**src/hdl/msg_pkg.sv**
```systemverilog
package msg_pkg;

    // field and datapath widths
    localparam int ROW_W      = 13;
    localparam int CFG_W      = 12;
    localparam int CNT_W      = 5;
    localparam int IDX_W      = 4;
    localparam int OFF_W      = 16;
    localparam int CH_W       = 8;
    localparam int COL_W      = 3 * CH_W;
    localparam int PROD_W     = OFF_W + CFG_W;
    localparam int DIV_STEPS  = CH_W;
    localparam int DIV_CNT_W  = $clog2(DIV_STEPS);
    localparam int CFG_IDX_W  = 2;

    localparam int MAX_STOPS_DEF = 16;
    localparam int MIN_STOPS     = 2;

    // configuration register indexes
    localparam logic [CFG_IDX_W-1:0] CFG_RECT_TOP    = 2'd0;
    localparam logic [CFG_IDX_W-1:0] CFG_RECT_HEIGHT = 2'd1;
    localparam logic [CFG_IDX_W-1:0] CFG_STOP_COUNT  = 2'd2;

    // reset values of the configuration registers
    localparam logic [CFG_W-1:0] TOP_RST    = 12'd0;
    localparam logic [CFG_W-1:0] HEIGHT_RST = 12'd1;
    localparam logic [CNT_W-1:0] COUNT_RST  = 5'd2;

    // item modes
    localparam logic MODE_WRITE = 1'b0;
    localparam logic MODE_SHADE = 1'b1;

    typedef struct packed {
        logic             mode;
        logic [IDX_W-1:0] stop_index;
        logic [OFF_W-1:0] stop_position;
        logic [CH_W-1:0]  stop_red;
        logic [CH_W-1:0]  stop_green;
        logic [CH_W-1:0]  stop_blue;
        logic [ROW_W-1:0] row;
    } in_word_t;

    typedef struct packed {
        logic [CH_W-1:0] red;
        logic [CH_W-1:0] green;
        logic [CH_W-1:0] blue;
    } out_word_t;

    typedef enum logic [3:0] {
        ST_IDLE,
        ST_RANGE,
        ST_END_RD,
        ST_MUL,
        ST_TEST,
        ST_BMUL,
        ST_BDIV,
        ST_BRES,
        ST_OUT
    } state_t;

    typedef enum logic [1:0] {
        RD_FIRST,
        RD_LAST,
        RD_NEXT
    } rd_sel_t;

    typedef struct packed {
        logic    stop_wr;
        logic    cap_row;
        logic    rd_en;
        rd_sel_t rd_sel;
        logic    start_search;
        logic    mul;
        logic    advance;
        logic    load_frac;
        logic    blend_load;
        logic    blend_step;
        logic    res_from_rd;
        logic    res_from_blend;
        logic    out_load;
    } cmd_t;

    typedef struct packed {
        logic below_top;
        logic beyond;
        logic hit;
        logic first;
        logic last;
        logic degenerate;
        logic out_free;
    } sts_t;

endpackage

```
**src/hdl/msg_blend_lane.sv**
```systemverilog
// one color channel: c0 +/- trunc(|c1 - c0| * num / den), one quotient bit a cycle while step is high
module msg_blend_lane (
    input  logic                            clk,
    input  logic [msg_pkg::CH_W-1:0]        c0,
    input  logic [msg_pkg::CH_W-1:0]        c1,
    input  logic [msg_pkg::PROD_W-1:0]      num,
    input  logic [msg_pkg::PROD_W-1:0]      den,
    input  logic                            load,
    input  logic                            step,
    output logic [msg_pkg::CH_W-1:0]        result
);

    localparam int CH_W   = msg_pkg::CH_W;
    localparam int PROD_W = msg_pkg::PROD_W;
    localparam int P_W    = CH_W + PROD_W;

    logic              neg;
    logic [CH_W-1:0]   diff;
    logic [P_W-1:0]    prod;
    logic [PROD_W:0]   trial;
    logic [PROD_W:0]   trial_sub;
    logic              fits;

    logic              neg_reg;
    logic [CH_W-1:0]   c0_reg;
    logic [PROD_W-1:0] rem_reg;
    logic [PROD_W-1:0] rem_next;
    logic [CH_W-1:0]   low_reg;
    logic [CH_W-1:0]   q_reg;
    logic [CH_W-1:0]   q_next;

    assign neg  = c1 < c0;
    assign diff = neg ? (c0 - c1) : (c1 - c0);
    assign prod = P_W'(diff) * P_W'(num);

    // quotient stays below 256 since num <= den, so the upper part starts below den
    assign trial     = {rem_reg, low_reg[CH_W-1]};
    assign fits      = trial >= {1'b0, den};
    assign trial_sub = trial - {1'b0, den};
    assign rem_next  = fits ? trial_sub[PROD_W-1:0] : trial[PROD_W-1:0];
    assign q_next    = {q_reg[CH_W-2:0], fits};

    always_ff @(posedge clk)
    begin
        if (load)
        begin
            neg_reg <= neg;
            c0_reg  <= c0;
            rem_reg <= prod[P_W-1:CH_W];
            low_reg <= prod[CH_W-1:0];
            q_reg   <= '0;
        end
        else if (step)
        begin
            rem_reg <= rem_next;
            low_reg <= {low_reg[CH_W-2:0], 1'b0};
            q_reg   <= q_next;
        end
    end

    assign result = neg_reg ? (c0_reg - q_reg) : (c0_reg + q_reg);

endmodule

```
**src/hdl/msg_ctrl.sv**
```systemverilog
// sequencer: stop writes, range check, stop search, interpolation, output hand-off
module msg_ctrl (
    input  logic          clk,
    input  logic          rst_n,
    input  logic          in_valid,
    input  logic          in_mode,
    output logic          in_ready,
    output msg_pkg::cmd_t cmd,
    input  msg_pkg::sts_t sts
);

    localparam int DIV_CNT_W = msg_pkg::DIV_CNT_W;

    msg_pkg::state_t      state_reg;
    msg_pkg::state_t      state_next;
    logic [DIV_CNT_W-1:0] div_cnt_reg;
    logic [DIV_CNT_W-1:0] div_cnt_next;

    always_ff @(posedge clk or negedge rst_n)
    begin
        if (!rst_n)
        begin
            state_reg   <= msg_pkg::ST_IDLE;
            div_cnt_reg <= '0;
        end
        else
        begin
            state_reg   <= state_next;
            div_cnt_reg <= div_cnt_next;
        end
    end

    always_comb
    begin
        state_next   = state_reg;
        div_cnt_next = div_cnt_reg;
        cmd          = '0;
        in_ready     = 1'b0;
        unique case (state_reg)
            msg_pkg::ST_IDLE:
            begin
                in_ready = 1'b1;
                if (in_valid)
                begin
                    if (in_mode == msg_pkg::MODE_SHADE)
                    begin
                        cmd.cap_row = 1'b1;
                        state_next  = msg_pkg::ST_RANGE;
                    end
                    else
                    begin
                        cmd.stop_wr = 1'b1;
                    end
                end
            end
            msg_pkg::ST_RANGE:
            begin
                cmd.rd_en = 1'b1;
                if (sts.below_top)
                begin
                    cmd.rd_sel = msg_pkg::RD_FIRST;
                    state_next = msg_pkg::ST_END_RD;
                end
                else if (sts.beyond)
                begin
                    cmd.rd_sel = msg_pkg::RD_LAST;
                    state_next = msg_pkg::ST_END_RD;
                end
                else
                begin
                    cmd.rd_sel       = msg_pkg::RD_FIRST;
                    cmd.start_search = 1'b1;
                    state_next       = msg_pkg::ST_MUL;
                end
            end
            msg_pkg::ST_END_RD:
            begin
                cmd.res_from_rd = 1'b1;
                state_next      = msg_pkg::ST_OUT;
            end
            msg_pkg::ST_MUL:
            begin
                cmd.mul    = 1'b1;
                state_next = msg_pkg::ST_TEST;
            end
            msg_pkg::ST_TEST:
            begin
                if (sts.hit)
                begin
                    if (sts.first || sts.degenerate)
                    begin
                        cmd.res_from_rd = 1'b1;
                        state_next      = msg_pkg::ST_OUT;
                    end
                    else
                    begin
                        cmd.load_frac = 1'b1;
                        state_next    = msg_pkg::ST_BMUL;
                    end
                end
                else if (sts.last)
                begin
                    // no stop reached: the entry just read is the last one
                    cmd.res_from_rd = 1'b1;
                    state_next      = msg_pkg::ST_OUT;
                end
                else
                begin
                    cmd.advance = 1'b1;
                    cmd.rd_en   = 1'b1;
                    cmd.rd_sel  = msg_pkg::RD_NEXT;
                    state_next  = msg_pkg::ST_MUL;
                end
            end
            msg_pkg::ST_BMUL:
            begin
                cmd.blend_load = 1'b1;
                div_cnt_next   = '0;
                state_next     = msg_pkg::ST_BDIV;
            end
            msg_pkg::ST_BDIV:
            begin
                cmd.blend_step = 1'b1;
                div_cnt_next   = div_cnt_reg + 1'b1;
                if (div_cnt_reg == DIV_CNT_W'(msg_pkg::DIV_STEPS - 1))
                begin
                    state_next = msg_pkg::ST_BRES;
                end
            end
            msg_pkg::ST_BRES:
            begin
                cmd.res_from_blend = 1'b1;
                state_next         = msg_pkg::ST_OUT;
            end
            msg_pkg::ST_OUT:
            begin
                if (sts.out_free)
                begin
                    cmd.out_load = 1'b1;
                    state_next   = msg_pkg::ST_IDLE;
                end
            end
            default:
            begin
                state_next = msg_pkg::ST_IDLE;
            end
        endcase
    end

endmodule

```
**src/hdl/msg_datapath.sv**
```systemverilog
// config registers, stop ram, search arithmetic, blend lanes, output register
module msg_datapath #(
    parameter int MAX_STOPS = msg_pkg::MAX_STOPS_DEF
) (
    input  logic                             clk,
    input  logic                             rst_n,
    input  msg_pkg::in_word_t                in_data,
    input  logic                             cfg_we,
    input  logic [msg_pkg::CFG_IDX_W-1:0]    cfg_index,
    input  logic [msg_pkg::CFG_W-1:0]        cfg_data,
    output logic                             out_valid,
    input  logic                             out_ready,
    output msg_pkg::out_word_t               out_data,
    input  msg_pkg::cmd_t                    cmd,
    output msg_pkg::sts_t                    sts
);

    localparam int AW     = (MAX_STOPS > 1) ? $clog2(MAX_STOPS) : 1;
    localparam int CW     = $clog2(MAX_STOPS + 1);
    localparam int ROW_W  = msg_pkg::ROW_W;
    localparam int CFG_W  = msg_pkg::CFG_W;
    localparam int CNT_W  = msg_pkg::CNT_W;
    localparam int OFF_W  = msg_pkg::OFF_W;
    localparam int CH_W   = msg_pkg::CH_W;
    localparam int COL_W  = msg_pkg::COL_W;
    localparam int PROD_W = msg_pkg::PROD_W;

    logic [CFG_W-1:0]  top_reg;
    logic [CFG_W-1:0]  height_reg;
    logic [CNT_W-1:0]  count_reg;

    logic [OFF_W-1:0]  off_mem [MAX_STOPS];
    logic [COL_W-1:0]  col_mem [MAX_STOPS];
    logic [OFF_W-1:0]  rd_off_reg;
    logic [COL_W-1:0]  rd_col_reg;

    logic [ROW_W-1:0]  row_reg;
    logic [PROD_W-1:0] scaled_reg;
    logic [AW-1:0]     idx_reg;
    logic [PROD_W-1:0] prod_reg;
    logic [PROD_W-1:0] prev_prod_reg;
    logic [COL_W-1:0]  prev_col_reg;
    logic [PROD_W-1:0] num_reg;
    logic [PROD_W-1:0] den_reg;
    logic [COL_W-1:0]  res_reg;
    logic              out_valid_reg;
    logic [COL_W-1:0]  out_data_reg;

    logic              wr_ok;
    logic [AW-1:0]     wr_addr;
    logic [AW-1:0]     rd_addr;
    logic [CW-1:0]     used;
    logic [AW-1:0]     last_idx;
    logic [ROW_W-1:0]  bottom;
    logic [ROW_W-1:0]  d_full;
    logic [PROD_W-1:0] scaled_next;
    logic [CH_W-1:0]   red_mix;
    logic [CH_W-1:0]   green_mix;
    logic [CH_W-1:0]   blue_mix;

    // configuration registers
    always_ff @(posedge clk or negedge rst_n)
    begin
        if (!rst_n)
        begin
            top_reg    <= msg_pkg::TOP_RST;
            height_reg <= msg_pkg::HEIGHT_RST;
            count_reg  <= msg_pkg::COUNT_RST;
        end
        else if (cfg_we)
        begin
            unique case (cfg_index)
                msg_pkg::CFG_RECT_TOP:    top_reg    <= cfg_data;
                msg_pkg::CFG_RECT_HEIGHT: height_reg <= cfg_data;
                msg_pkg::CFG_STOP_COUNT:  count_reg  <= cfg_data[CNT_W-1:0];
                default:                  ;
            endcase
        end
    end

    // stops in use, clamped to the table
    always_comb
    begin
        if (count_reg < CNT_W'(msg_pkg::MIN_STOPS))
            used = CW'(msg_pkg::MIN_STOPS);
        else if (32'(count_reg) > 32'(MAX_STOPS))
            used = CW'(MAX_STOPS);
        else
            used = CW'(count_reg);
    end

    assign last_idx = AW'(used - 1'b1);

    // stop table
    assign wr_ok   = 32'(in_data.stop_index) < 32'(MAX_STOPS);
    assign wr_addr = AW'(in_data.stop_index);

    always_comb
    begin
        unique case (cmd.rd_sel)
            msg_pkg::RD_FIRST: rd_addr = '0;
            msg_pkg::RD_LAST:  rd_addr = last_idx;
            msg_pkg::RD_NEXT:  rd_addr = idx_reg + 1'b1;
            default:           rd_addr = '0;
        endcase
    end

    always_ff @(posedge clk)
    begin
        if (cmd.stop_wr && wr_ok)
        begin
            off_mem[wr_addr] <= in_data.stop_position;
            col_mem[wr_addr] <= {in_data.stop_red, in_data.stop_green, in_data.stop_blue};
        end
        if (cmd.rd_en)
        begin
            rd_off_reg <= off_mem[rd_addr];
            rd_col_reg <= col_mem[rd_addr];
        end
    end

    // row position: d = row - top, scaled = d * 65535
    assign bottom      = ROW_W'(top_reg) + ROW_W'(height_reg);
    assign d_full      = row_reg - ROW_W'(top_reg);
    assign scaled_next = {d_full[CFG_W-1:0], {OFF_W{1'b0}}} - PROD_W'(d_full[CFG_W-1:0]);

    always_ff @(posedge clk)
    begin
        if (cmd.cap_row)
            row_reg <= in_data.row;
        if (cmd.start_search)
        begin
            scaled_reg <= scaled_next;
            idx_reg    <= '0;
        end
        if (cmd.mul)
            prod_reg <= PROD_W'(rd_off_reg) * PROD_W'(height_reg);
        if (cmd.advance)
        begin
            idx_reg       <= idx_reg + 1'b1;
            prev_prod_reg <= prod_reg;
            prev_col_reg  <= rd_col_reg;
        end
        if (cmd.load_frac)
        begin
            num_reg <= scaled_reg - prev_prod_reg;
            den_reg <= prod_reg - prev_prod_reg;
        end
        if (cmd.res_from_rd)
            res_reg <= rd_col_reg;
        else if (cmd.res_from_blend)
            res_reg <= {red_mix, green_mix, blue_mix};
    end

    msg_blend_lane u_lane_red (
        .clk    (clk),
        .c0     (prev_col_reg[COL_W-1:2*CH_W]),
        .c1     (rd_col_reg[COL_W-1:2*CH_W]),
        .num    (num_reg),
        .den    (den_reg),
        .load   (cmd.blend_load),
        .step   (cmd.blend_step),
        .result (red_mix)
    );

    msg_blend_lane u_lane_green (
        .clk    (clk),
        .c0     (prev_col_reg[2*CH_W-1:CH_W]),
        .c1     (rd_col_reg[2*CH_W-1:CH_W]),
        .num    (num_reg),
        .den    (den_reg),
        .load   (cmd.blend_load),
        .step   (cmd.blend_step),
        .result (green_mix)
    );

    msg_blend_lane u_lane_blue (
        .clk    (clk),
        .c0     (prev_col_reg[CH_W-1:0]),
        .c1     (rd_col_reg[CH_W-1:0]),
        .num    (num_reg),
        .den    (den_reg),
        .load   (cmd.blend_load),
        .step   (cmd.blend_step),
        .result (blue_mix)
    );

    // output register
    always_ff @(posedge clk or negedge rst_n)
    begin
        if (!rst_n)
            out_valid_reg <= 1'b0;
        else if (cmd.out_load)
            out_valid_reg <= 1'b1;
        else if (out_ready)
            out_valid_reg <= 1'b0;
    end

    always_ff @(posedge clk)
    begin
        if (cmd.out_load)
            out_data_reg <= res_reg;
    end

    assign out_valid = out_valid_reg;
    assign out_data  = msg_pkg::out_word_t'(out_data_reg);

    // status
    assign sts.below_top  = row_reg <= ROW_W'(top_reg);
    assign sts.beyond     = bottom < row_reg;
    assign sts.hit        = scaled_reg <= prod_reg;
    assign sts.first      = idx_reg == '0;
    assign sts.last       = (CW'(idx_reg) + CW'(1)) == used;
    assign sts.degenerate = (prod_reg <= prev_prod_reg) || (scaled_reg < prev_prod_reg);
    assign sts.out_free   = !out_valid_reg || out_ready;

    a_load_when_free: assert property (@(posedge clk) disable iff (!rst_n)
        cmd.out_load |-> (!out_valid_reg || out_ready))
        else $error("result loaded over a word not yet taken");

    a_den_nonzero: assert property (@(posedge clk) disable iff (!rst_n)
        cmd.load_frac |=> den_reg != '0)
        else $error("interpolation started on an empty span");

    a_num_in_span: assert property (@(posedge clk) disable iff (!rst_n)
        cmd.load_frac |=> num_reg <= den_reg)
        else $error("interpolation fraction above one");

    a_search_bound: assert property (@(posedge clk) disable iff (!rst_n)
        (cmd.rd_en && cmd.rd_sel == msg_pkg::RD_NEXT) |-> (CW'(idx_reg) + CW'(1)) < used)
        else $error("stop search ran past the stops in use");

endmodule

```
**src/hdl/multi_stop_gradient_shader.sv**
```systemverilog
// stop write word: taken when offered while idle, no result, ready again next cycle
// shade word: rows outside the rectangle take the first or last stop color directly;
//   other rows search the stop ram entry by entry until a stop is reached or the last
//   one is tested, then take that stop's color or blend it with the stop before it;
// one word in flight at a time; a finished word waits in the output register
// reset (rst_n, async, active low): top 0, height 1, two stops; stop table holds garbage
module multi_stop_gradient_shader #(
    parameter int MAX_STOPS = msg_pkg::MAX_STOPS_DEF
) (
    input  logic                          clk,
    input  logic                          rst_n,
    // input words: stop writes and shade requests
    input  logic                          in_valid,
    output logic                          in_ready,
    input  msg_pkg::in_word_t             in_data,
    // output words: one color per shade request
    output logic                          out_valid,
    input  logic                          out_ready,
    output msg_pkg::out_word_t            out_data,
    // configuration writes
    input  logic                          cfg_we,
    input  logic [msg_pkg::CFG_IDX_W-1:0] cfg_index,
    input  logic [msg_pkg::CFG_W-1:0]     cfg_data
);

    // command and status between sequencer and datapath
    msg_pkg::cmd_t cmd;
    msg_pkg::sts_t sts;

    // sequencer: walks one word through range check, search and blend
    msg_ctrl u_ctrl (
        .clk      (clk),
        .rst_n    (rst_n),
        .in_valid (in_valid),
        .in_mode  (in_data.mode),
        .in_ready (in_ready),
        .cmd      (cmd),
        .sts      (sts)
    );

    // datapath: config, stop ram, row-to-fraction math, three serial dividers
    msg_datapath #(
        .MAX_STOPS (MAX_STOPS)
    ) u_datapath (
        .clk       (clk),
        .rst_n     (rst_n),
        .in_data   (in_data),
        .cfg_we    (cfg_we),
        .cfg_index (cfg_index),
        .cfg_data  (cfg_data),
        .out_valid (out_valid),
        .out_ready (out_ready),
        .out_data  (out_data),
        .cmd       (cmd),
        .sts       (sts)
    );

endmodule

```
**config.mk**
```make
export PLATFORM = sky130hd
export DESIGN_NAME = multi_stop_gradient_shader
export DESIGN_NICKNAME = d
export VERILOG_FILES = /design/src/hdl/msg_pkg.sv /design/src/hdl/msg_blend_lane.sv /design/src/hdl/msg_ctrl.sv /design/src/hdl/msg_datapath.sv /design/src/hdl/multi_stop_gradient_shader.sv
export SDC_FILE = /design/constraint.sdc
export NUM_CORES = 2
export LEC_CHECK = 0
export ABC_AREA = 1
export CORE_AREA = 5 5 367 369
export CTS_BUF_LIST = sky130_fd_sc_hd__clkbuf_8
export DETAILED_ROUTE_END_ITERATION = 12
export DIE_AREA = 0 0 372 374
export DONT_BUFFER_PORTS = 1
export PLACE_DENSITY = 0.81
export SLEW_MARGIN = 20
export SYNTH_ARGS = -nofsm -noshare
export SYNTH_HDL_FRONTEND = slang
export SYNTH_SLANG_ARGS = --single-unit
```
**constraint.sdc**
```tcl
create_clock -name clk -period 6.9 [get_ports clk]
set_input_delay 0.345 -clock clk [delete_from_list [all_inputs] [get_ports clk]]
set_output_delay 0.345 -clock clk [all_outputs]
set_load 0.005 [all_outputs]
```
==> flow_metrics.tcl <==
set metrics [dict create \
    die_area_um2 139000 \
    netlist_area_um2 84600 \
    setup_viol_count_final 0 \
    synthFlopType "edfxtp_1" \
    rows 133 \
    ys_seq_area_share_pct 38.7 \
    path_class "reg2reg" \
    utilization_pct 71.0 \
    largest_register_ffs 384 \
    skew_ps 119 \
    outcome "finished, final reports clean" \
    io_buffers 0 \
    cp_slowest_cell "fa_1" \
    grt_max_degree 161 \
    final_nets 10900 \
    antenna_left 0 \
    min_period_ps 6620 \
    worstSetupEndpointType "register" \
    synth_edf_count 1044 \
    top_register "u_datapath.col_mem" \
    pre_cts_ws_ps -331 \
    hold_slack_ps 88.3 \
    rrSetupSlack_ps 280 \
    cts_root_buf "clkbuf_8" \
    cts.htree.levels 4 \
    gp_congestion 1.00 \
    min_period_over_period_pct 95.9 \
    pin_count 103 \
    cts_made_buffers 183 \
    netlist_instances 9502 \
    grt_pass1_wl_um 396000 \
    cts_sinks 1105 \
    grt_usage_pct 37.0 \
    die_x_um 372 \
    clk_latency_ps 980 \
    max_cap_violations 0 \
    overflow 0 \
    max_freq_mhz 151 \
    final_common_cell "nand2_1" \
    worstPathArrival_ps 7400 \
    hold_violations 0 \
    cts_tree "yes" \
    start_kind "register" \
    hold_path_class "in2reg" \
    dpl.cell_count 11100 \
    num_vias 69800 \
    drc 0 \
    fin_ws_ps 283 \
    layout.cells.non_filler 11600 \
    first_global_vias 70900 \
    slew_headroom_pct 21.7 \
    drt_iter0_drc 7443 \
    cp_max_fo 15 \
    fp.dieH_um 374 \
    drt_wl_total_um 258000 \
    tightest_slew_ps 1170 \
    dp_hpwl_um 187000 \
    most-common-layout-cells "nand2_1, inv_1, nor2_1" \
    syn_nets 10700 \
    start_util_pct 64.7 \
    drive_gt1_share_pct 7.24 \
    clk_pin_slew_worst_paths_ps 60 \
    via_per_inst 6.02 \
    rsz0062_at_grt "yes" \
    reg_top3 "u_datapath.col_mem (384), u_datapath.off_mem (256)" \
    ys_seq_elements 1105 \
    core_um2 131000 \
    wl_per_cell_um 22.3 \
    synth_cell_types 55 \
    critPathMaxStageDelay_ps 510 \
    cp.required_ps 7680 \
    synth_warnings 0 \
    async_reset_ff_share_pct 3.35 \
    cts.path.max_buffers 3 \
    drv_slew 0 \
    avgSynthCellArea_um2 8.90 \
    area_delta_synth_final_pct 9.76 \
    drt-pass1-iter-count 6 \
    antenna_found_initial 12 \
]
==> Yosys cell counts, types with 142 or more instances <==
cell type	number	area [um2]
nor2_1	1207	4530
fa_1	624	12500
clkbuf_1	185	694
edfxtp_1	1044	31400
ha_1	522	6530
nand3_1	382	1910
inv_1	1573	5900
nand2_1	1825	6850
o211ai_1	348	2610
xor2_1	142	1240
a21oi_1	416	2080
o21ai_0	482	2410
==> worst max-delay path: cells and delay by family, from the launching register on <==
kind	cells	cell delay [ps]
and+or+nand+nor	9	920
buffers and inverters	6	610
AOI/OAI and AO/OA	8	1520
adders and majority gates	7	2820
xor gates and xnor gates	1	240
DFF	1	390
==> final timing paths <==
| kind | from | to | cells after the start |
|---|---|---|---|
| setup / recovery | u_datapath.rd_col_reg[8]$_DFFE_PP_ | u_datapath.u_lane_green.rem_reg[17]$_DFFE_PP_ | 31 |
| hold reg to reg | u_datapath.res_reg[10]$_DFFE_PP_ | u_datapath.out_data[10]$_DFFE_PP_ | 0 |
| setup reg to reg | u_datapath.rd_col_reg[8]$_DFFE_PP_ | u_datapath.u_lane_green.rem_reg[17]$_DFFE_PP_ | 31 |
| min in group asynchronous | rst_n | u_datapath.top_reg[10]$_DFFE_PN0P_ | 4 |
| hold / removal | in_data[54] | u_datapath.col_mem[7][13]$_DFFE_PP_ | 2 |
| max in group asynchronous | rst_n | u_datapath.count_reg[0]$_DFFE_PN0P_ | 4 |
==> cell families (layout without fill, tap and decap cells) <==
group           Yosys count  after routing  synth area share [%]
xor+xnor                235            235                  2.43
flops                  1105           1105                  38.7
fa+ha+maj              1146           1146                  22.5
other cells               0              6                     0
compound gates         1442           1443                  10.1
buf+inv                1922           2253                  8.82
simple gates           3652           3652                  17.4
==> repair_timing <==
action                                  CTS  global route
gates resized for setup                  11           180
hold endpoints to repair                737             0
endpoints found under the setup margin    6            77
gates cloned                              0             2
pin swaps                                 1            28
buffers inserted                          0            22
hold buffers                             95             0
==> routing by layer <==
layer / track usage [%] / wire length [um] / share of wire [%] / vias to the layer above
li1: - / - / - / 31400
met1: 45.7 / 94300 / 37 / 33700
met2: 61.9 / 124000 / 48 / 3837
met3: 7.20 / 23800 / 9.2 / 868
met4: 19.7 / 16100 / 6.2 / 8
met5: 0 / 59 / 0.023 / -
==> per-stage QoR <==
| step | TNS [ps] | area, um2 |
|---|---|---|
| final | 0 | 92900 |
| after global routing | -193 | 92900 |
| after CTS | 0 | 92000 |
| after detailed placement | -589 | 87200 |
| after global placement | -476 | 87100 |
| after floorplan | 0 | 84600 |
==> final cells by class <==
class / count / area, um2
multi-input cells: 6476 / 45200
repair buffers: 318 / 2910
clock buffers: 194 / 2670
well taps: 1755 / 2200
inverters: 1593 / 5990
diodes: 6 / 15.0
flip-flops and latches: 1105 / 32800
fillers: 9860 / 37900
clock inverters: 148 / 1160
Power is not shown: default switching activity piles up to over one toggle a cycle in this logic, so the estimate is an artifact.
